===== config.mk =====
export PLATFORM = sky130hd
export DESIGN_NAME = mlfnv_lane
export DESIGN_NICKNAME = d
export VERILOG_FILES = /design/src/hdl/multi_lane_fnv_hash_unit_defines.svh /design/src/hdl/mlfnv_pkg.sv /design/src/hdl/mlfnv_lane.sv
export SDC_FILE = /design/constraint.sdc
export NUM_CORES = 2
export LEC_CHECK = 0
export ABC_AREA = 1
export BUFFER_PORTS_ARGS = -buffer_cell sky130_fd_sc_hd__buf_2
export CAP_MARGIN = 20
export CELL_PAD_IN_SITES_DETAIL_PLACEMENT = 0
export CELL_PAD_IN_SITES_GLOBAL_PLACEMENT = 1
export CORE_MARGIN = 2
export CORE_UTILIZATION = 40
export DETAILED_ROUTE_END_ITERATION = 7
export PLACE_DENSITY = 0.84
export REMOVE_ABC_BUFFERS = 1
export SKIP_CTS_REPAIR_TIMING = 1
export SLEW_MARGIN = 20
export SYNTH_ARGS = -nofsm -noshare
export SYNTH_HDL_FRONTEND = slang
export SYNTH_SLANG_ARGS = --single-unit

===== constraint.sdc =====
create_clock -name clk -period 10.2 [get_ports clk]
set_clock_uncertainty 0.2 [all_clocks]
set_input_delay 1.02 -clock clk [delete_from_list [all_inputs] [get_ports clk]]
set_output_delay 1.02 -clock clk [all_outputs]
set_load 0.005 [all_outputs]

===== src/hdl/multi_lane_fnv_hash_unit_defines.svh =====
// Assertion helpers used by the hash unit output module.
// Each macro expects signals named clk and rst_n in the enclosing scope.
`ifndef MULTI_LANE_FNV_HASH_UNIT_DEFINES_SVH
`define MULTI_LANE_FNV_HASH_UNIT_DEFINES_SVH

// A condition that holds at every clock edge outside reset.
`define MLFNV_ASSERT_ALWAYS(lbl, cond, msg) \
  lbl: assert property (@(posedge clk) disable iff (!rst_n) (cond)) else $error(msg);

// A condition that implies a consequence on the next clock.
`define MLFNV_ASSERT_NEXT(lbl, ante, cons, msg) \
  lbl: assert property (@(posedge clk) disable iff (!rst_n) (ante) |=> (cons)) else $error(msg);

`endif


===== src/hdl/mlfnv_pkg.sv =====
`default_nettype none
package mlfnv_pkg;

  localparam int DEF_LANES  = 4;
  localparam int IN_LANES   = 4;
  localparam int OUT_FIELDS = 4;

  localparam logic [31:0] BASIS32 = 32'h811c_9dc5;
  localparam logic [63:0] BASIS64 = 64'hcbf2_9ce4_8422_2325;

  localparam int          ADDR_W         = 3;
  localparam logic [2:0]  ADDR_XOR_FIRST = 3'd0;
  localparam logic [2:0]  ADDR_WIDE_HASH = 3'd4;

  typedef struct packed {
    logic [31:0] lane_bytes;
    logic [3:0]  lane_valid;
    logic        first;
    logic        last;
  } in_t;

  typedef struct packed {
    logic [63:0] digest_lane0;
    logic [63:0] digest_lane1;
    logic [63:0] digest_lane2;
    logic [63:0] digest_lane3;
  } out_t;

  typedef struct packed {
    logic accept;
    logic first;
    logic xor_first;
    logic wide_hash;
  } lane_ctrl_t;

  // Multiply by 0x00000100000001B3 as shifted adds.
  function automatic logic [63:0] mul_prime64(input logic [63:0] x);
    return (x << 40) + (x << 8) + (x << 7) + (x << 5) + (x << 4) + (x << 1) + x;
  endfunction

  // Multiply by 0x01000193 as shifted adds.
  function automatic logic [31:0] mul_prime32(input logic [31:0] x);
    return (x << 24) + (x << 8) + (x << 7) + (x << 4) + (x << 1) + x;
  endfunction

endpackage
`default_nettype wire


===== src/hdl/mlfnv_lane.sv =====
`default_nettype none
module mlfnv_lane (
  input  wire                     clk,
  input  wire                     rst_n,
  input  wire mlfnv_pkg::lane_ctrl_t ctrl,
  input  wire  [7:0]              lane_byte,
  input  wire                     byte_valid,
  output logic [63:0]             hash_nxt
);
  import mlfnv_pkg::*;

  logic [63:0] hash_r;
  logic [63:0] basis;
  logic [63:0] base;
  logic [63:0] wide_res;
  logic [31:0] narrow_res;
  logic [63:0] absorbed;

  assign basis = ctrl.wide_hash ? BASIS64 : {32'b0, BASIS32};
  assign base  = ctrl.first ? basis : hash_r;

  always_comb begin
    if (ctrl.xor_first) begin
      wide_res   = mul_prime64(base ^ {56'b0, lane_byte});
      narrow_res = mul_prime32(base[31:0] ^ {24'b0, lane_byte});
    end else begin
      wide_res   = mul_prime64(base) ^ {56'b0, lane_byte};
      narrow_res = mul_prime32(base[31:0]) ^ {24'b0, lane_byte};
    end
  end

  assign absorbed = ctrl.wide_hash ? wide_res : {32'b0, narrow_res};

  always_comb begin
    hash_nxt = hash_r;
    if (ctrl.accept) begin
      if (byte_valid) begin
        hash_nxt = absorbed;
      end else begin
        hash_nxt = base;
      end
    end
  end

  always_ff @(posedge clk) begin
    if (!rst_n) begin
      hash_r <= {32'b0, BASIS32};
    end else begin
      hash_r <= hash_nxt;
    end
  end

endmodule
`default_nettype wire


[Word-level counts from Yosys, hierarchy flattened]
Cells that the tools add are included.
Word-level totals
  RAM bits: 0
  memory bits (read-only): 0
  logic and storage cells: 34
  output and inout port bits: 64
  bits in latches: 0
  memories: 0
  bits in registers: 64
Operators by class
  add/sub/neg operators: 22
  $lt $le $gt $ge: 0
  reductions and logical operators: 0
  divide/modulo/power cells: 0
  multiply operators: 0
  shift-type cells: 0
  bitwise logic cells: 4
  mux-type cells: 7
  equality and inequality tests: 0
Operators by type and width (number)
  64-bit adder: 12
  64-bit two-way mux: 6
  32-bit adder: 10
  64-bit by 8-bit bitwise XOR with 64-bit output: 2
  32-bit by 8-bit bitwise XOR with 32-bit output: 2
  32-bit two-way mux: 1

[Longest topological paths before layout]
  depth in word-level cells: 13
  gate-level depth with buffers: 36

[Least setup slack after synthesis]
No wires, ideal clock.
  path kind: input -> output
  from: input ctrl[2] (netlist name)
  to: output hash_nxt[36]
  arrival time: 6385 ps
  cell stages on the path: 27
  path slack: 2595 ps
  buffers on the path: 4
  path through: buf_6 -> buf_6 -> buf_6 -> buf_2 -> o21ai_0 -> inv_1 -> fa_1 -> inv_1 -> fa_1 -> fa_1 -> ha_1 -> ha_1 -> nand2_1 -> nand2_1 -> nand2_1 -> nand2_1 -> a21oi_1 -> nor2_1 -> nor2_1 -> nand2_1 -> nand2_1 -> nand2_1 -> or2_2 -> nand3_1 -> nand3_1 -> o21ai_0 -> inv_1
Between the ends
  cells in the longest elaborated chain, start to end: 12
  elaborated cells between the ends (all ways): 19
Ends and longest elaborated chain
  from (decl): RTL line mlfnv_lane.sv:5  | input wire mlfnv_pkg::lane_ctrl_t ctrl,
  64-bit two-way mux (*): RTL line mlfnv_lane.sv:20  | assign base = ctrl.first ? basis : hash_r;
  64-bit adder or 64-bit by 8-bit bitwise XOR with 64-bit output (tied branches): RTL line mlfnv_pkg.sv:38, mlfnv_lane.sv:24
  64-bit adder (5 in series): RTL line mlfnv_pkg.sv:38  | return (x << 40) + (x << 8) + (x << 7) + (x << 5) + (x << 4) + (x << 1) + x;
  64-bit by 8-bit bitwise XOR with 64-bit output or 64-bit adder (tied branches): RTL line mlfnv_lane.sv:27, mlfnv_pkg.sv:38
  64-bit two-way mux: RTL line mlfnv_lane.sv:23  | if (ctrl.xor_first) begin
  64-bit two-way mux: RTL line mlfnv_lane.sv:32  | assign absorbed = ctrl.wide_hash ? wide_res : {32'b0, narrow_res};
  64-bit two-way mux (*): RTL line mlfnv_lane.sv:37  | if (byte_valid) begin
  64-bit two-way mux (*): RTL line mlfnv_lane.sv:36  | if (ctrl.accept) begin
  to (decl): RTL line mlfnv_lane.sv:8  | output logic [63:0] hash_nxt
Every way passes the cells marked *; elsewhere a longest branch is shown, timed or not.

[Final worst setup path]
  from: input ctrl[2] (netlist name)
  to: output hash_nxt[24]
The elaborated chain is that of the path after synthesis.

==> impl_results.md <==
- CTS Buf Count: 9
- Worst-Skew Late Latency: between 0.4 and 0.5 ns
- Core Util, Final: a little over two fifths
- Type of the worst setup path: in -> out
- Clock-pin slew on the worst setup and hold paths: 0.08 ns
- Largest register FFs: 64
- First-iteration detailed-routing DRC count: about 2.8k
- Placed Instances: 5674
- Drt via density: around 5.4
- Register area share after synthesis: roughly 4.4%
- Final nets: between 5k and 6k
- Slowest stage delay, CP: 0.63 ns
- Slew Viols, Final: 0
- Main synth FF type: dfxtp_1
- Worst-margin pin slew: 1.09 ns
- CP max-delay cell: inv_1
- HP Start: hash_r[22]
- Synth top area share: between 20 and 25%
- Syn_area_per_cell: between 6 and 7 sq um
- Top cells by area, synth: fa_1, nand2_1, inv_1, ha_1, nor2_1
- Site row count: between 90 and 100
- Critical Path Start Type: input pin
- Most used cell, CP: inv_1
- Antenna viol nets, final: 0
- Post-Synthesis Cell Area: 0.0294 sq mm
- CP arrival: 8.07 ns
- Critical Path Fanout Max: 24
- Overall Global Routing Usage: roughly 35%
- Initial Util: 40.4%
- CTS max path bufs: 2
- Area growth, synth to finish: 6.53%
- Setup TNS: 0 ns
- Initial DRT Pass Iterations: 6
- Final Hold Viols: 0
- Worst setup EP type: output pin
- Layout cells sized above 1: 4.86%
- Clock Tree Root: clkbuf_16
- Hold Path Class: reg -> reg
- Vias in the first global route: slightly below 30k
- Core Area: around 0.073 sq mm
- Max Freq: 0.108 GHz
- GPL Wtd Cong: roughly 1.1
- Setup violators final: 0
- Clock Sinks: 64
- RSZ-0062 raised after global routing: false
- Final WL: 134000 um
- CTS tree: yes
- Vias post-DR: 30.5k
- Top Ports: slightly below 80
- MaxCap Viol Count: 0
- H-tree level count: 3
- Synth unique cells: 55
- Global-route wire length before repair: around 190000 um
- Tmin final: ~9.3 ns
- DRC viols: 0
- Period utilization: between 90% and 100%
- Reg2reg path depth: 25
- Biggest regs: hash_r (64)
- CP startpoint: ctrl[2]
- Synthesis Warnings: 0
- Die Area: between 0.07 and 0.08 sq mm
- Most flop-heavy register: hash_r
- Flop and latch count out of synthesis: 64
- WHS Path Cells: 2
- Largest net degree at the start of global routing: 67
- Reg2reg start: hash_r[7]
- DIE WIDTH: approximately 280 um
- Finished Layout Cells: ~5.7k
- WL per Instance: between 20 and 25 um
- Dpl hpwl: about 120000 um
- Reg-to-reg slack, setup: between 2 and 3 ns
- CP Data Required Time: about 9.0 ns
- Total gr overflow: 0
- Area leader, netlist: fa_1
- Die span in y: 275 um
- # port buffers: roughly 80
- Synth async-reset ratio: 0%
- Initial antenna violation count: 4
- Status: finished, final reports clean
- Mapped Cells: approximately 4.7k
- Post-synth EDFFs: 0
- Slew HR: a little over a quarter
[worst paths after layout]
check,to
max reg2reg,hash_r[37]
min reg2reg,hash_r[22]
min,hash_r[22]
max,hash_nxt[24]
[logic make-up after synthesis]
group | share of synthesized area (%)
muxes | 0.136
DFF | 4.35
xor gates and xnor gates | 4.40
and+or+nand+nor | 28.0
AOI/OAI and AO/OA | 12.0
buffers and inverters | 15.4
adders and majority gates | 35.7
[per-layer routing]
metal  up-vias  global-route usage, %  wire [um]
met5         -                      0         25
met1     14200                   41.1      51300
met2      1370                   58.7      61100
met4         4                   26.2      11800
li1      14500                      -          -
met3       411                   6.05       9670
[through the flow]
step	worst slack (ns)	instance area [sq um]	hold WS (ns)
4_1_cts	1.13	31300	0.290
3_5_place_dp	1.14	31000	0.278
2_1_floorplan	3.17	29100	0.261
5_1_grt	0.674	31300	0.309
6_report	0.906	31300	0.291
3_3_place_gp	1.12	31000	0.276
[critical path: cells and delay by family]
family	cells	cell delay, ns
buffers and inverters	9	2.04
AND/OR/NAND/NOR	8	1.71
AO/OA/AOI/OAI	7	1.35
adder cells (fa/ha/maj)	5	1.89
[area by class of cell]
cell class | count | area [sq um]
flip-flops and latches | 64 | 1280
well taps | 959 | 1200
clock buffers | 10 | 239
clock inverters | 5 | 56.3
fillers | 7995 | 41500
repair buffers | 123 | 733
multi-input cells | 3405 | 23600
inverters | 1123 | 4220
diodes | 2 | 5.00
[Yosys cell counts (15+ instances only)]
| master | instances |
|---|---|
| xor2_1 | 104 |
| nor3_1 | 29 |
| dfxtp_1 | 64 |
| ha_1 | 314 |
| o21bai_1 | 56 |
| inv_1 | 1107 |
| nand2_1 | 1203 |
| fa_1 | 328 |
| o21ai_0 | 227 |
| a21o_1 | 23 |
| nand4_1 | 57 |
| nand3_1 | 250 |
| clkbuf_1 | 40 |
| or2_2 | 25 |
| a21oi_1 | 250 |
| xnor2_1 | 35 |
| o21ai_2 | 17 |
| nand3b_1 | 15 |
| nor2_1 | 359 |
[layout by cell type (no fill, tap or decap), types with 15 or more instances in the layout]
cell type	instances
nand2_1	1203
inv_1	1106
nor2_1	358
fa_1	328
ha_1	314
a21oi_1	250
nand3_1	250
o21ai_0	226
xor2_1	104
buf_2	76
dfxtp_1	64
nand4_1	57
o21bai_1	56
buf_4	47
xnor2_1	35
nor3_1	29
or2_2	25
a21o_1	23
o21ai_2	17
inv_2	16
nand3b_1	15
Power is not shown: default switching activity piles up to over one toggle a cycle in this logic, so the estimate is an artifact.
