--- src/hdl/multi_lane_fnv_hash_unit_defines.svh ---
// Assertion helpers used by the hash unit output module.
// Each macro expects signals named clk and rst_n in the enclosing scope.
`ifndef MULTI_LANE_FNV_HASH_UNIT_DEFINES_SVH
`define MULTI_LANE_FNV_HASH_UNIT_DEFINES_SVH

// A condition that holds at every clock edge outside reset.
`define MLFNV_ASSERT_ALWAYS(lbl, cond, msg) \
  lbl: assert property (@(posedge clk) disable iff (!rst_n) (cond)) else $error(msg);

// A condition that implies a consequence on the next clock.
`define MLFNV_ASSERT_NEXT(lbl, ante, cons, msg) \
  lbl: assert property (@(posedge clk) disable iff (!rst_n) (ante) |=> (cons)) else $error(msg);

`endif

--- src/hdl/mlfnv_pkg.sv ---
`default_nettype none
package mlfnv_pkg;

  localparam int DEF_LANES  = 4;
  localparam int IN_LANES   = 4;
  localparam int OUT_FIELDS = 4;

  localparam logic [31:0] BASIS32 = 32'h811c_9dc5;
  localparam logic [63:0] BASIS64 = 64'hcbf2_9ce4_8422_2325;

  localparam int          ADDR_W         = 3;
  localparam logic [2:0]  ADDR_XOR_FIRST = 3'd0;
  localparam logic [2:0]  ADDR_WIDE_HASH = 3'd4;

  typedef struct packed {
    logic [31:0] lane_bytes;
    logic [3:0]  lane_valid;
    logic        first;
    logic        last;
  } in_t;

  typedef struct packed {
    logic [63:0] digest_lane0;
    logic [63:0] digest_lane1;
    logic [63:0] digest_lane2;
    logic [63:0] digest_lane3;
  } out_t;

  typedef struct packed {
    logic accept;
    logic first;
    logic xor_first;
    logic wide_hash;
  } lane_ctrl_t;

  // Multiply by 0x00000100000001B3 as shifted adds.
  function automatic logic [63:0] mul_prime64(input logic [63:0] x);
    return (x << 40) + (x << 8) + (x << 7) + (x << 5) + (x << 4) + (x << 1) + x;
  endfunction

  // Multiply by 0x01000193 as shifted adds.
  function automatic logic [31:0] mul_prime32(input logic [31:0] x);
    return (x << 24) + (x << 8) + (x << 7) + (x << 4) + (x << 1) + x;
  endfunction

endpackage
`default_nettype wire

--- src/hdl/mlfnv_out.sv ---
`default_nettype none
`include "multi_lane_fnv_hash_unit_defines.svh"
module mlfnv_out #(
  parameter int LANES = mlfnv_pkg::DEF_LANES
) (
  input  wire                          clk,
  input  wire                          rst_n,
  input  wire                          push,
  input  wire  [LANES-1:0][63:0]       lane_hash,
  input  wire                          wide_hash,
  input  wire                          out_stall,
  output logic                         out_valid,
  output mlfnv_pkg::out_t              out_data,
  output logic                         full
);
  import mlfnv_pkg::*;

  logic [OUT_FIELDS-1:0][63:0] dig;
  out_t merged;
  logic out_valid_r, out_valid_nxt;
  logic skid_valid_r, skid_valid_nxt;
  out_t out_data_r, out_data_nxt;
  out_t skid_data_r, skid_data_nxt;
  logic out_take;

  for (genvar i = 0; i < OUT_FIELDS; i++) begin : g_dig
    if (i < LANES) begin : g_live
      assign dig[i] = wide_hash ? lane_hash[i] : {32'b0, lane_hash[i][31:0]};
    end else begin : g_absent
      assign dig[i] = 64'b0;
    end
  end

  assign merged = '{digest_lane0: dig[0], digest_lane1: dig[1],
                    digest_lane2: dig[2], digest_lane3: dig[3]};

  assign out_take = out_valid_r & ~out_stall;

  always_comb begin
    out_valid_nxt  = out_valid_r;
    skid_valid_nxt = skid_valid_r;
    out_data_nxt   = out_data_r;
    skid_data_nxt  = skid_data_r;
    if (skid_valid_r) begin
      if (out_take) begin
        out_data_nxt   = skid_data_r;
        skid_valid_nxt = 1'b0;
      end
    end else if (push) begin
      if (!out_valid_r || out_take) begin
        out_data_nxt  = merged;
        out_valid_nxt = 1'b1;
      end else begin
        skid_data_nxt  = merged;
        skid_valid_nxt = 1'b1;
      end
    end else if (out_take) begin
      out_valid_nxt = 1'b0;
    end
  end

  always_ff @(posedge clk) begin
    if (!rst_n) begin
      out_valid_r  <= 1'b0;
      skid_valid_r <= 1'b0;
    end else begin
      out_valid_r  <= out_valid_nxt;
      skid_valid_r <= skid_valid_nxt;
    end
  end

  always_ff @(posedge clk) begin
    out_data_r  <= out_data_nxt;
    skid_data_r <= skid_data_nxt;
  end

  assign out_valid = out_valid_r;
  assign out_data  = out_data_r;
  assign full      = skid_valid_r;

  `MLFNV_ASSERT_ALWAYS(a_skid_behind_out, !skid_valid_r || out_valid_r, "skid holds a transaction while output is empty")
  `MLFNV_ASSERT_ALWAYS(a_no_push_when_full, !(push && skid_valid_r), "digest pushed while skid is full")
  `MLFNV_ASSERT_NEXT(a_skid_drains, skid_valid_r && !out_stall, !skid_valid_r && out_valid_r, "skid did not drain")

endmodule
`default_nettype wire

--- config.mk ---
export PLATFORM = sky130hd
export DESIGN_NAME = mlfnv_out
export DESIGN_NICKNAME = d
export VERILOG_FILES = /design/src/hdl/mlfnv_pkg.sv /design/src/hdl/mlfnv_out.sv
export VERILOG_INCLUDE_DIRS = /design/src /design/src/hdl
export SDC_FILE = /design/constraint.sdc
export NUM_CORES = 1
export LEC_CHECK = 0
export BUFFER_PORTS_ARGS = -buffer_cell sky130_fd_sc_hd__clkbuf_2
export CAP_MARGIN = 40
export CORE_AREA = 5 5 198 200
export CTS_BUF_LIST = sky130_fd_sc_hd__clkbuf_2
export DETAILED_ROUTE_END_ITERATION = 8
export DIE_AREA = 0 0 203 205
export PLACE_DENSITY = 0.8
export REMOVE_ABC_BUFFERS = 1
export SLEW_MARGIN = 20
export SYNTH_ARGS = -nofsm -noshare
export SYNTH_HDL_FRONTEND = slang
export SYNTH_SLANG_ARGS = --single-unit
--- constraint.sdc ---
create_clock -name clk -period 26 [get_ports clk]
set_clock_uncertainty 0.2 [all_clocks]
set_input_delay 1.3 -clock clk [delete_from_list [all_inputs] [get_ports clk]]
set_output_delay 1.3 -clock clk [all_outputs]
set_load 0.01 [all_outputs]
# Word-level counts from Yosys, hierarchy flattened
# Cells that the tools add are included.
[classes]
n_eq_ne = 2
n_mux = 15
bitwise = 4
n_reduce_logical = 8
[ops]
columns = ["operator", "n"]
rows = [
  ["$mux 256", 4],
  ["$mux 64", 4],
  ["$reduce_and 3->1", 3],
  ["$mux 1", 7],
  ["$reduce_bool 2->1", 3],
  ["$ne 2x1->1 const B", 2],
  ["$not 1->1", 3],
  ["$and 1x1->1", 1],
  ["$logic_not 1->1", 1],
  ["$logic_or 1x1->1", 1],
]
[word_totals]
ff_bits = 514
inputBits = 261
output_inout_bits = 258

# Logic depth before layout (Yosys ltp)
[logic_depth]
depth_word = 6
ltp_mapped = 5
depth_no_buf = 2

# Least setup slack after synthesis
# No wires, ideal clock.
[synth_timing]
kind = "in2reg"
from = "in out_stall"
to = "reg out_data_r, in the netlist out_data[0], enable pin"
setup_time_ns = 0.944
t_arrival_ns = 13.383
required_time_ns = 24.856
setup_slack_ns = 11.473
cell_stages = 2
path_buffers = 0
cell_sequence = "nand2_1 > a21boi_1"
[synth_via]
elab_chain_len = 5
elab_cells_between_ends = 6
[synth_rtl]
columns = ["element", "line_no", "text"]
rows = [
  ["from (decl)", "mlfnv_out.sv:11", "input wire out_stall,"],
  ["$not 1->1 *", "mlfnv_out.sv:37", "assign out_take = out_valid_r & ~out_stall;"],
  ["$and 1x1->1 *", "mlfnv_out.sv:37", ""],
  ["$logic_or 1x1->1", "mlfnv_out.sv:50", "if (!out_valid_r || out_take) begin"],
  ["$reduce_bool 2->1 (no source line)", "n/a", ""],
  ["$reduce_and 3->1 (no source line) *", "n/a", ""],
  ["to (signal assigned)", "mlfnv_out.sv:73", "out_data_r <= out_data_nxt;"],
  ["to (decl)", "mlfnv_out.sv:22", "out_t out_data_r, out_data_nxt;"],
]
# Mark *: on every way between the ends. The rest lies on a longest branch, timed or not.
# A chain may end at the register's enable or synchronous reset.

# Worst setup path after layout
[layout_timing]
from = "reg skid_valid_r, in the netlist full"
to = "reg out_data_r, in the netlist out_data[11], enable pin"
[layout_via]
elab_chain_len = 2
elab_cells_between_ends = 4
[layout_rtl]
columns = ["element", "line_no", "text"]
rows = [
  ["from (decl)", "mlfnv_out.sv:21", "logic skid_valid_r, skid_valid_nxt;"],
  ["from (signal assigned)", "mlfnv_out.sv:68", "skid_valid_r <= skid_valid_nxt;"],
  ["$ne 2x1->1 (no source line) / $reduce_bool 2->1 (equally long branches)", "n/a", ""],
  ["$reduce_and 3->1 (no source line) *", "n/a", ""],
]
# Marked as above.

==> impl_metrics.yaml <==
timing:
  setup_viol: 0
  rsz0062_at_grt: "no"
  max_slew_margin: 0.495
  tns_ns: 0
  timing.hold.ws_ns: 0.224
  tightest_slew_ns: 0.757
  slew_viol_final: 0
  min_period_over_period: 0.145
  finalWorstSetupSlack_ns: 22.22
  hold_violations: 0
  max_clock_freq_mhz: 265
  fin_crit_ns: 3.78
yosys:
  ys_top_cells_by_count: "edfxtp_1 (512), mux2_4 (197), and2_1 (108), mux2_2 (59), buf_6 (35)"
  ys_warn_count: 0
  avgSynthCellArea_um2: 21.4
  synth_top_area_frac: 0.754
  synth_top_family_by_area: "multiplexers"
  synthFlopType: "edfxtp_1"
  synth.yosys.seq_area_share: 0.756
  synth_area_leaders: "edfxtp_1 (75%), mux2_4 (15%), and2_1 (3.3%), mux2_2 (3.3%), buf_6 (1.9%)"
  yosysTopAreaCell: "edfxtp_1"
  synth_compound_area_frac: 0.00123
  syn_area_um2: 20400
  ys_types: 17
  synth_xor_area_frac: 0
  yosysMostFrequentCell: "edfxtp_1"
  synthArstFlopShare: 0
  muxShareOfSynthArea: 0.178
  syn_inst: 951
  synth_edf_count: 512
  yosys_register_bits: 514
  synth_fa_ha_area_frac: 0
  yosys.area_share.simple: 0.0435
grt:
  antenna_found_initial: 8
  grt_usage: 0.207
  grt_first_pass_wirelength_mm: 66.1
  grt_overflow: 0
  grt_pass1_vias: 11700
  grt_max_degree: 79
power_and_ir_drop:
  p_per_area_nw_per_um2: 67.5
  swShare: 0.251
  pwr-share-comb: 0.110
  power_mw: 1.66
  power_frac_clock: 0.296
  switching_power_uw: 416
  ir_worst_vdd_uv: 47.9
  p_int_mw: 1.24
  leakage_nw: 9.98
  power_frac_seq: 0.594
cells_and_area:
  area_delta_synth_final_pct: 20.4
  stdcell_count: 2136
  fin_util: 0.659
  n_fill_cell: 2520
  layout.nets: 1832
  fin_area_um2: 24500
  layout-drive-gt1-share: 0.598
clock_tree:
  clk_path_buf_depth: 3
  cts_resized: 0
  cts-htree-levels: 3
  cts_hold_buf: 0
  clockRootBuffer: "clkbuf_2"
  cts_tree: "done"
  clock_sinks: 514
  insertion_delay_ns: 1.06
  path_clk_slew_ns: 0.12
  post-cts-setup-buffer-count: 0
  cts_buffers: 121
worst_setup_path:
  worstSetupPathType: "flip-flop to flip-flop"
  slowest_stage: "dfxtp_4"
  crit_family: "buffers and inverters"
  max_stage_delay_ns: 0.83
  cpMostUsedCell: "buf_4"
  path_depth: 7
  crit_buf_inv: 5
  endpoint_kind: "flip-flop"
  cp_data_required_time_ns: 26.44
  crit_chain: "nand2_1 -> a21boi_4 -> buf_4 -> buf_4 -> buf_16 -> buf_4 -> buf_16"
  rr_worst_depth: 7
  crit_path_max_fanout: 59
  startpoint_type: "flip-flop"
  worstPathArrival_ns: 4.22
die:
  core-area_um2: 37200
  initial_core_util: 0.548
  num_io_pins: 519
  dieHeight_um: 205
  rows: 71
  die-area_um2: 41600
  die_width_um: 203
status:
  status: "finished clean"
drt:
  wire_per_inst_um: 20.6
  totalWireLength_mm: 44.0
  dr.pass1.iters: 5
  drc: 0
  ant_nets: 0
  drtIter0Drc: 601
  vias_per_cell: 5.08
  vias: 10800
flow_run:
  maxCapViolations: 0
placement:
  place_hpwl_mm: 31.1
  gp_congestion: 0.809
  place_ws_ns: 21.58
  placed_area_um2: 23500
  place_inst: 1921
  portBuffers: 518
worst_hold_path:
  hold_class: "input pin to flip-flop"
  min_path_cells: 1
==> cell families after synthesis <==
kind of cell | Yosys count
compound gates | 4
buf+inv | 43
flops | 514
mux | 256
simple gates | 134
==> flip-flops by register name, indices dropped and copies added (netlist names) <==
signal       cells
out_data       256
out_valid        1
full             1
skid_data_r    256
==> layout by cell type, fill, tap and decap left out, types with 3 or more instances in the layout <==
| cell type | instances |
|---|---|
| and2_1 | 108 |
| and2_4 | 20 |
| buf_12 | 3 |
| buf_16 | 6 |
| buf_4 | 14 |
| clkbuf_2 | 680 |
| clkinv_1 | 39 |
| clkinv_2 | 3 |
| diode_2 | 3 |
| edfxtp_1 | 512 |
| mux2_2 | 59 |
| mux2_4 | 197 |
==> power by group through the flow <==
stage / registers (mW) / logic, mW / clock network [mW]
3_5_place_dp: 1.00 / 0.182 / 0
2_1_floorplan: 1.05 / 0.0957 / 0
5_1_grt: 0.987 / 0.194 / 0.562
3_3_place_gp: 1.00 / 0.174 / 0
4_1_cts: 0.984 / 0.183 / 0.511
6_report: 0.983 / 0.181 / 0.490
==> final timing paths <==
check,endpoint,startpoint,slack [ns]
setup / recovery,out_data[11],full,22.22
hold reg to reg,out_data[13],skid_data_r[13],0.27
hold / removal,skid_data_r[3],lane_hash[195],0.22
setup reg to reg,out_data[11],full,22.22
==> final cells by class <==
class	count	area (um2)	area share
repair buffers	540	2920	0.119
diodes	3	7.51	0.000306
flip-flops and latches	514	15400	0.628
multi-input cells	394	4550	0.186
clock buffers	163	816	0.0332
well taps	474	593	0.0242
clock inverters	48	229	0.00933
==> per-layer routing <==
| metal | share of wire | routed length [um] | GRT usage |
|---|---|---|---|
| met1 | 0.37 | 16300 | 0.243 |
| met3 | 0.11 | 5020 | 0.0962 |
| met4 | 0.025 | 1080 | 0.0849 |
| met5 | 0.0020 | 86 | 0 |
| met2 | 0.49 | 21500 | 0.332 |
Note: power is estimated with default switching activity, not from simulation.
